===== src/plid_pkg.sv =====
// Shared constants, codes and controller/datapath interface types.
package plid_pkg;

  localparam int DEPTH  = 128;
  localparam int CNT_W  = $clog2(DEPTH + 1);
  localparam int ADDR_W = (DEPTH > 1) ? $clog2(DEPTH) : 1;
  localparam int POS_W  = 8;
  localparam int CMP_W  = (CNT_W > POS_W) ? CNT_W : POS_W;
  localparam int ITEM_W = 32;
  localparam int OP_W   = 2;
  localparam int STAT_W = 2;
  localparam int OUTCNT_W = 8;

  localparam logic [OP_W-1:0] OP_INSERT = 2'd0;
  localparam logic [OP_W-1:0] OP_DELETE = 2'd1;
  localparam logic [OP_W-1:0] OP_READ   = 2'd2;

  localparam logic [STAT_W-1:0] ST_DONE   = 2'd0;
  localparam logic [STAT_W-1:0] ST_BADPOS = 2'd1;
  localparam logic [STAT_W-1:0] ST_FULL   = 2'd2;

  typedef enum logic [2:0] {
    S_IDLE,
    S_CHECK,
    S_STEP,
    S_SHIFT,
    S_READ
  } state_t;

  typedef struct packed {
    logic              latch_in;    // capture the accepted transaction
    logic              load_idx_ins; // idx <= count
    logic              load_idx_del; // idx <= position
    logic              rd_pos;      // read entry at position
    logic              rd_step;     // read neighbor of idx
    logic              wr_shift;    // write read data at idx, step idx
    logic              wr_item;     // write item at position
    logic              inc;
    logic              dec;
    logic              load_res;
    logic [STAT_W-1:0] res_status;
    logic              res_use_rdata;
  } cmd_t;

  typedef struct packed {
    logic [OP_W-1:0] op;
    logic            pos_le_count;
    logic            pos_lt_count;
    logic            full;
    logic            ins_at_pos;   // insert: idx reached position
    logic            del_tail;     // delete: idx is the last entry
  } stat_t;

endpackage


===== src/plid_ctrl.sv =====
// Controller state machine for the positional list.
module plid_ctrl (
  input  logic           clk,
  input  logic           rst,
  input  logic           s_tvalid,
  output logic           s_tready,
  output logic           m_tvalid,
  input  logic           m_tready,
  input  plid_pkg::stat_t stat,
  output plid_pkg::cmd_t  cmd
);

  plid_pkg::state_t state, state_next;
  logic out_valid;
  logic fin_ok;

  assign fin_ok   = !out_valid || m_tready;
  assign s_tready = (state == plid_pkg::S_IDLE) && !rst;
  assign m_tvalid = out_valid;

  always_ff @(posedge clk) begin
    if (rst) begin
      state     <= plid_pkg::S_IDLE;
      out_valid <= 1'b0;
    end else begin
      state <= state_next;
      if (cmd.load_res) begin
        out_valid <= 1'b1;
      end else if (m_tready) begin
        out_valid <= 1'b0;
      end
    end
  end

  always_comb begin
    state_next = state;
    unique case (state)
      plid_pkg::S_IDLE: begin
        if (s_tvalid) state_next = plid_pkg::S_CHECK;
      end
      plid_pkg::S_CHECK: begin
        case (stat.op)
          plid_pkg::OP_INSERT: begin
            if (!stat.pos_le_count || stat.full) begin
              if (fin_ok) state_next = plid_pkg::S_IDLE;
            end else begin
              state_next = plid_pkg::S_STEP;
            end
          end
          plid_pkg::OP_DELETE: begin
            if (stat.pos_lt_count) begin
              state_next = plid_pkg::S_STEP;
            end else if (fin_ok) begin
              state_next = plid_pkg::S_IDLE;
            end
          end
          plid_pkg::OP_READ: begin
            if (stat.pos_lt_count) begin
              state_next = plid_pkg::S_READ;
            end else if (fin_ok) begin
              state_next = plid_pkg::S_IDLE;
            end
          end
          default: begin
            if (fin_ok) state_next = plid_pkg::S_IDLE;
          end
        endcase
      end
      plid_pkg::S_STEP: begin
        if ((stat.op == plid_pkg::OP_INSERT) ? stat.ins_at_pos : stat.del_tail) begin
          if (fin_ok) state_next = plid_pkg::S_IDLE;
        end else begin
          state_next = plid_pkg::S_SHIFT;
        end
      end
      plid_pkg::S_SHIFT: begin
        state_next = plid_pkg::S_STEP;
      end
      plid_pkg::S_READ: begin
        if (fin_ok) state_next = plid_pkg::S_IDLE;
      end
      default: begin
        state_next = plid_pkg::S_IDLE;
      end
    endcase
  end

  always_comb begin
    cmd = '0;
    cmd.res_status = plid_pkg::ST_BADPOS;
    unique case (state)
      plid_pkg::S_IDLE: begin
        cmd.latch_in = s_tvalid;
      end
      plid_pkg::S_CHECK: begin
        case (stat.op)
          plid_pkg::OP_INSERT: begin
            if (!stat.pos_le_count) begin
              cmd.load_res = fin_ok;
            end else if (stat.full) begin
              cmd.load_res   = fin_ok;
              cmd.res_status = plid_pkg::ST_FULL;
            end else begin
              cmd.load_idx_ins = 1'b1;
            end
          end
          plid_pkg::OP_DELETE: begin
            if (stat.pos_lt_count) cmd.load_idx_del = 1'b1;
            else                   cmd.load_res     = fin_ok;
          end
          plid_pkg::OP_READ: begin
            if (stat.pos_lt_count) cmd.rd_pos   = 1'b1;
            else                   cmd.load_res = fin_ok;
          end
          default: begin
            cmd.load_res = fin_ok;
          end
        endcase
      end
      plid_pkg::S_STEP: begin
        if (stat.op == plid_pkg::OP_INSERT) begin
          if (stat.ins_at_pos) begin
            cmd.wr_item    = fin_ok;
            cmd.inc        = fin_ok;
            cmd.load_res   = fin_ok;
            cmd.res_status = plid_pkg::ST_DONE;
          end else begin
            cmd.rd_step = 1'b1;
          end
        end else begin
          if (stat.del_tail) begin
            cmd.dec        = fin_ok;
            cmd.load_res   = fin_ok;
            cmd.res_status = plid_pkg::ST_DONE;
          end else begin
            cmd.rd_step = 1'b1;
          end
        end
      end
      plid_pkg::S_SHIFT: begin
        cmd.wr_shift = 1'b1;
      end
      plid_pkg::S_READ: begin
        cmd.load_res      = fin_ok;
        cmd.res_status    = plid_pkg::ST_DONE;
        cmd.res_use_rdata = 1'b1;
      end
      default: begin
        cmd.latch_in = 1'b0;
      end
    endcase
  end

endmodule


===== config.mk =====
export PLATFORM = sky130hd
export DESIGN_NAME = plid_ctrl
export DESIGN_NICKNAME = d
export VERILOG_FILES = /design/src/plid_pkg.sv /design/src/plid_ctrl.sv
export SDC_FILE = /design/constraint.sdc
export NUM_CORES = 1
export LEC_CHECK = 0
export BUFFER_PORTS_ARGS = -buffer_cell sky130_fd_sc_hd__buf_4
export CORE_AREA = 2 2 39 41
export CTS_CLUSTER_SIZE = 28
export DETAILED_ROUTE_END_ITERATION = 12
export DIE_AREA = 0 0 41 43
export PLACE_DENSITY = 0.65
export RECOVER_POWER = 50
export SLEW_MARGIN = 10
export SYNTH_ARGS = -nofsm -noshare
export SYNTH_HDL_FRONTEND = slang
export SYNTH_SLANG_ARGS = --single-unit

===== constraint.sdc =====
create_clock -name clk -period 1.05 [get_ports clk]
set_clock_uncertainty 0.1 [all_clocks]
set_input_delay 0 -clock clk [delete_from_list [all_inputs] [get_ports clk]]
set_output_delay 0 -clock clk [all_outputs]
set_load 0.02 [all_outputs]

* Yosys cells after proc, flatten, opt, wreduce, memory -nomap -nowiden *
Index checks and enable logic that the tools add are counted.

storage, ports and cells
  bits in registers = 4
  logic and storage cells = 58

cells by class
  equal/unequal tests = 7
  mux-type cells = 39
  reduce and logical (&&, ||, !) cells = 10

operators with widths
  kind                  number
  $mux W3               11
  $mux W1               19
  $pmux W3 S3           2
  $pmux W3 S5           1
  $mux W2               4
  $eq A3 B2 Y1 const B  2
  $mux W4               1
  $eq A3 B1 Y1 const B  1
  $eq A3 B3 Y1 const B  1
  $logic_not A1 Y1      3
  $logic_not A3 Y1      1
  $eq A2 B1 Y1 const B  1
  $eq A2 B2 Y1 const B  1
  $logic_not A2 Y1      1
  $logic_or A1 B1 Y1    2
  $ne A2 B2 Y1 const B  1
  $pmux W1 S2           1
  $reduce_bool A2 Y1    1
  $reduce_or A2 Y1      1
  $logic_and A1 B1 Y1   1

* Logic depth before layout (Yosys ltp) *
  depth after elaboration = 7
  mapped depth = 7
  depth with buffers taken out = 6

* Least setup slack after synthesis *
OpenSTA, ideal clock, no wires.

  path kind = register to output
  start = reg state[0]
  end = out cmd[12] in the netlist's numbering
  arrival time = 1.233 ns
  data required time = 0.950 ns
  setup slack = -0.283 ns
  cell stages (with the launch flop) = 3
  buffers on the path = 1
  cell sequence = dfxtp_1 -> clkbuf_8 -> nor4b_1

RTL lines
  what                    RTL line         RTL
  from (decl)             plid_ctrl.sv:13  plid_pkg::state_t state, state_next;
  from (signal assigned)  plid_ctrl.sv:23  state <= plid_pkg::S_IDLE;
  from (signal assigned)  plid_ctrl.sv:26  state <= state_next;
  to (decl)               plid_ctrl.sv:10  output plid_pkg::cmd_t cmd

==> qor.csv <==
stage,metric,value,unit
synth,number of synthesized register bits,4,
critical_path,r2r startpoint,state[2],
sta,"Worst Setup Slack, final",-345,ps
job,max-cap viol count,0,
synth,"count leader, synth",nor2_1,
grt,grt total ovfl,0,
status,outcome,finished with violations,
clock_network,CTS root buffer,clkbuf_4,
synth,post-synth top area share,16.8,%
power_and_ir_drop,Peak VDD IR,0.000624,V
grt,vias in the first global route,682,
route,DR vias,680,
cells_and_area,share of cells above drive strength 1,75.4,%
critical_path,R2R Setup Slk,-310,ps
placement,DP Worst Slack,-156,ps
sta,RSZ-0062 raised after global routing,yes,
critical_path,CP startpoint kind,flip-flop,
min_path,worst min path class,input port to flip-flop,
die,I/O Pins,26,
critical_path,Crit. End Element,output port,
synth,"EDFF count, synth",0,
sta,Hold WS,24.0,ps
clock_network,number of buffers created by CTS,3,
die,die width,41,um
cells_and_area,final core utilization,81.8,%
synth,"Primary FF master, synth",dfxtp_1,
route,number of remaining DRC errors,0,
min_path,worst hold start,s_tvalid,
die,Initial Utilization,34.4,%
placement,hpwl dp,1210,um
power_and_ir_drop,Power Dens Cells,686,nW/um^2
synth,"Distinct cells, synth",33,
synth,synth warn,0,
synth,Syn Nets,79,
sta,Slew @ Worst Pin,270,ps
route,WL/cell,14.1,um
sta,Achievable Freq,717,MHz
critical_path,Worst EP required,950,ps
cells_and_area,Ant. Diodes,0,
min_path,worst hold stages,3,
placement,Final GP Congestion,0.797,
grt,initial antenna violation count,0,
sta,Setup-failing EPs final,18,
sta,Final Hold Viols,0,
die,Die Footprint,1760,um^2
sta,Slew HR,81.8,%
route,drt first pass iters,4,
critical_path,WS Path Type,flip-flop to output port,
grt,GRT Total Usage,25.4,%
cells_and_area,Final nets,135,
clock_network,clk sink count,4,
route,DRT Wirelength,1900,um
clock_network,clk buf depth,2,
sta,setup TNS,-4400,ps
clock_network,Clock transition at path regs,40,ps
clock_network,clock latency on the worst-skew pair,240,ps
synth,Post-synth top cells,"nor2_1, nand2_1, inv_1",
cells_and_area,P&R area growth vs syn,138,%
synth,fraction of registers with async set or reset after synthesis,0,%
cells_and_area,Layout Cells excl Fill,134,
critical_path,Arrival @ worst endpoint,1290,ps
placement,count of input and output buffers,25,
critical_path,CP Max Fanout,6,
route,Routed Antenna Nets,0,
critical_path,capturing point of the worst reg2reg path,m_tvalid,
sta,crit path time final,1390,ps
route,1st-iter DRT viols,14,
die,FP Rows,14,
synth,post-synth top area cell,dfxtp_1,
synth,main area contributors after synthesis,"dfxtp_1, ha_1, nor2_1, nand2_1, inv_1",
synth,"Avg Cell Area, Syn",7.43,um^2
power_and_ir_drop,leakage power,0.511,nW
sta,Final Max Slew Viols,0,
route,Vias/cell,5.07,
grt,first-pass GRT wire length,2950,um
clock_network,H-tree levels,1,
critical_path,FF-to-FF path depth,6,
placement,dpl cells,122,
die,core area,1380,um^2
clock_network,TritonCTS clock tree,done,
die,die height,43,um
synth,Netlist Area Pre-Place,475,um^2
grt,largest net degree at the start of global routing,7,
status,failing checks,setup timing,
min_path,hold endpoint,state[0],
synth,"Seq/Total Area, Yosys",16.8,%
synth,Post-Synthesis Cells,64,
sta,period utilization,133,%
==> metal layers <==
layer | vias up | share of wire, % | GRT usage, % | wire length (um)
met3 | 8 | 3.2 | 3.14 | 60
met5 | - | 0 | 0 | 0
met1 | 318 | 35 | 27.5 | 662
li1 | 334 | - | - | -
met2 | 20 | 58 | 42.5 | 1110
met4 | 0 | 3.5 | 16.7 | 66
==> cell families after synthesis <==
group / Yosys count / share of synthesized area, %
flip-flops: 4 / 16.8
AND/OR/NAND/NOR: 32 / 35.0
buffers and inverters: 9 / 11.8
AO/OA/AOI/OAI: 13 / 20.5
adder cells (fa/ha/maj): 4 / 10.5
multiplexers: 2 / 5.26
==> layout make-up <==
cell class                      instances  area [um^2]
Timing Repair Buffer                   55          464
Fill cell                              89          251
Tap cell                               16         20.0
Multi-Input combinational cell         51          512
Inverter                                5         21.3
Sequential cell                         4         92.6
Clock buffer                            3         22.5
==> critical path: stages, from the launching register on <==
cell and delay [ps]:
dfxtp_4 370, nor2_4 130, nand2_4 80, o221a_4 280, nor2_4 80, buf_6 110
==> how the worst max path moves through the flow <==
| stage | startpoint | to | slack (ps) | depth (start not counted) |
|---|---|---|---|---|
| 4_1_cts | state[1] | cmd[3] | -340 | 5 |
| 3_5_place_dp | stat[5] | cmd[3] | -160 | 7 |
| 6_report | state[2] | cmd[3] | -340 | 5 |
| 3_3_place_gp | stat[6] | cmd[3] | -140 | 7 |
| 5_1_grt | state[0] | cmd[3] | -370 | 5 |
| 2_1_floorplan | state[0] | cmd[3] | -60 | 4 |
==> flip-flops by register name (all words and copies together) (netlist names) <==
name	flops
m_tvalid	1
state	3
==> timing repair <==
action | in CTS | in global routing
buffers inserted | 7 | 3
hold endpoints to repair | 3 | 0
pin swaps | 9 | 13
endpoints found under the setup margin | 17 | 18
resized for setup | 26 | 7
hold buffers | 1 | 0
==> where the power goes <==
group / total, mW / switching [mW] / internal [mW] / leakage (nW)
clock network: 0.206 / 0.0770 / 0.129 / 0.0138
registers: 0.171 / 0.0142 / 0.157 / 0.0353
logic: 0.400 / 0.179 / 0.220 / 0.462
total: 0.777 / 0.270 / 0.506 / 0.511
==> metrics by stage <==
step                total power, mW  cell area [um^2]
floorplan                     0.336               594
detailed placement            0.470               912
global placement              0.464               912
CTS                           0.748              1100
global route                  0.817              1130
finish                        0.777              1130
==> placed cells by master, fill, tap and decap left out, types with 2 or more instances in the layout <==
cell type | synthesis | layout
nand2_4 | 0 | 2
nand2_1 | 7 | 5
ha_1 | 4 | 3
nor2_4 | 0 | 8
clkbuf_4 | 0 | 3
inv_1 | 5 | 3
buf_4 | 1 | 39
buf_6 | 1 | 14
o21ai_0 | 3 | 3
nor2_1 | 12 | 4
dfxtp_4 | 0 | 3
a21oi_1 | 2 | 2
No activity file was read; power rests on OpenSTA's default activity.
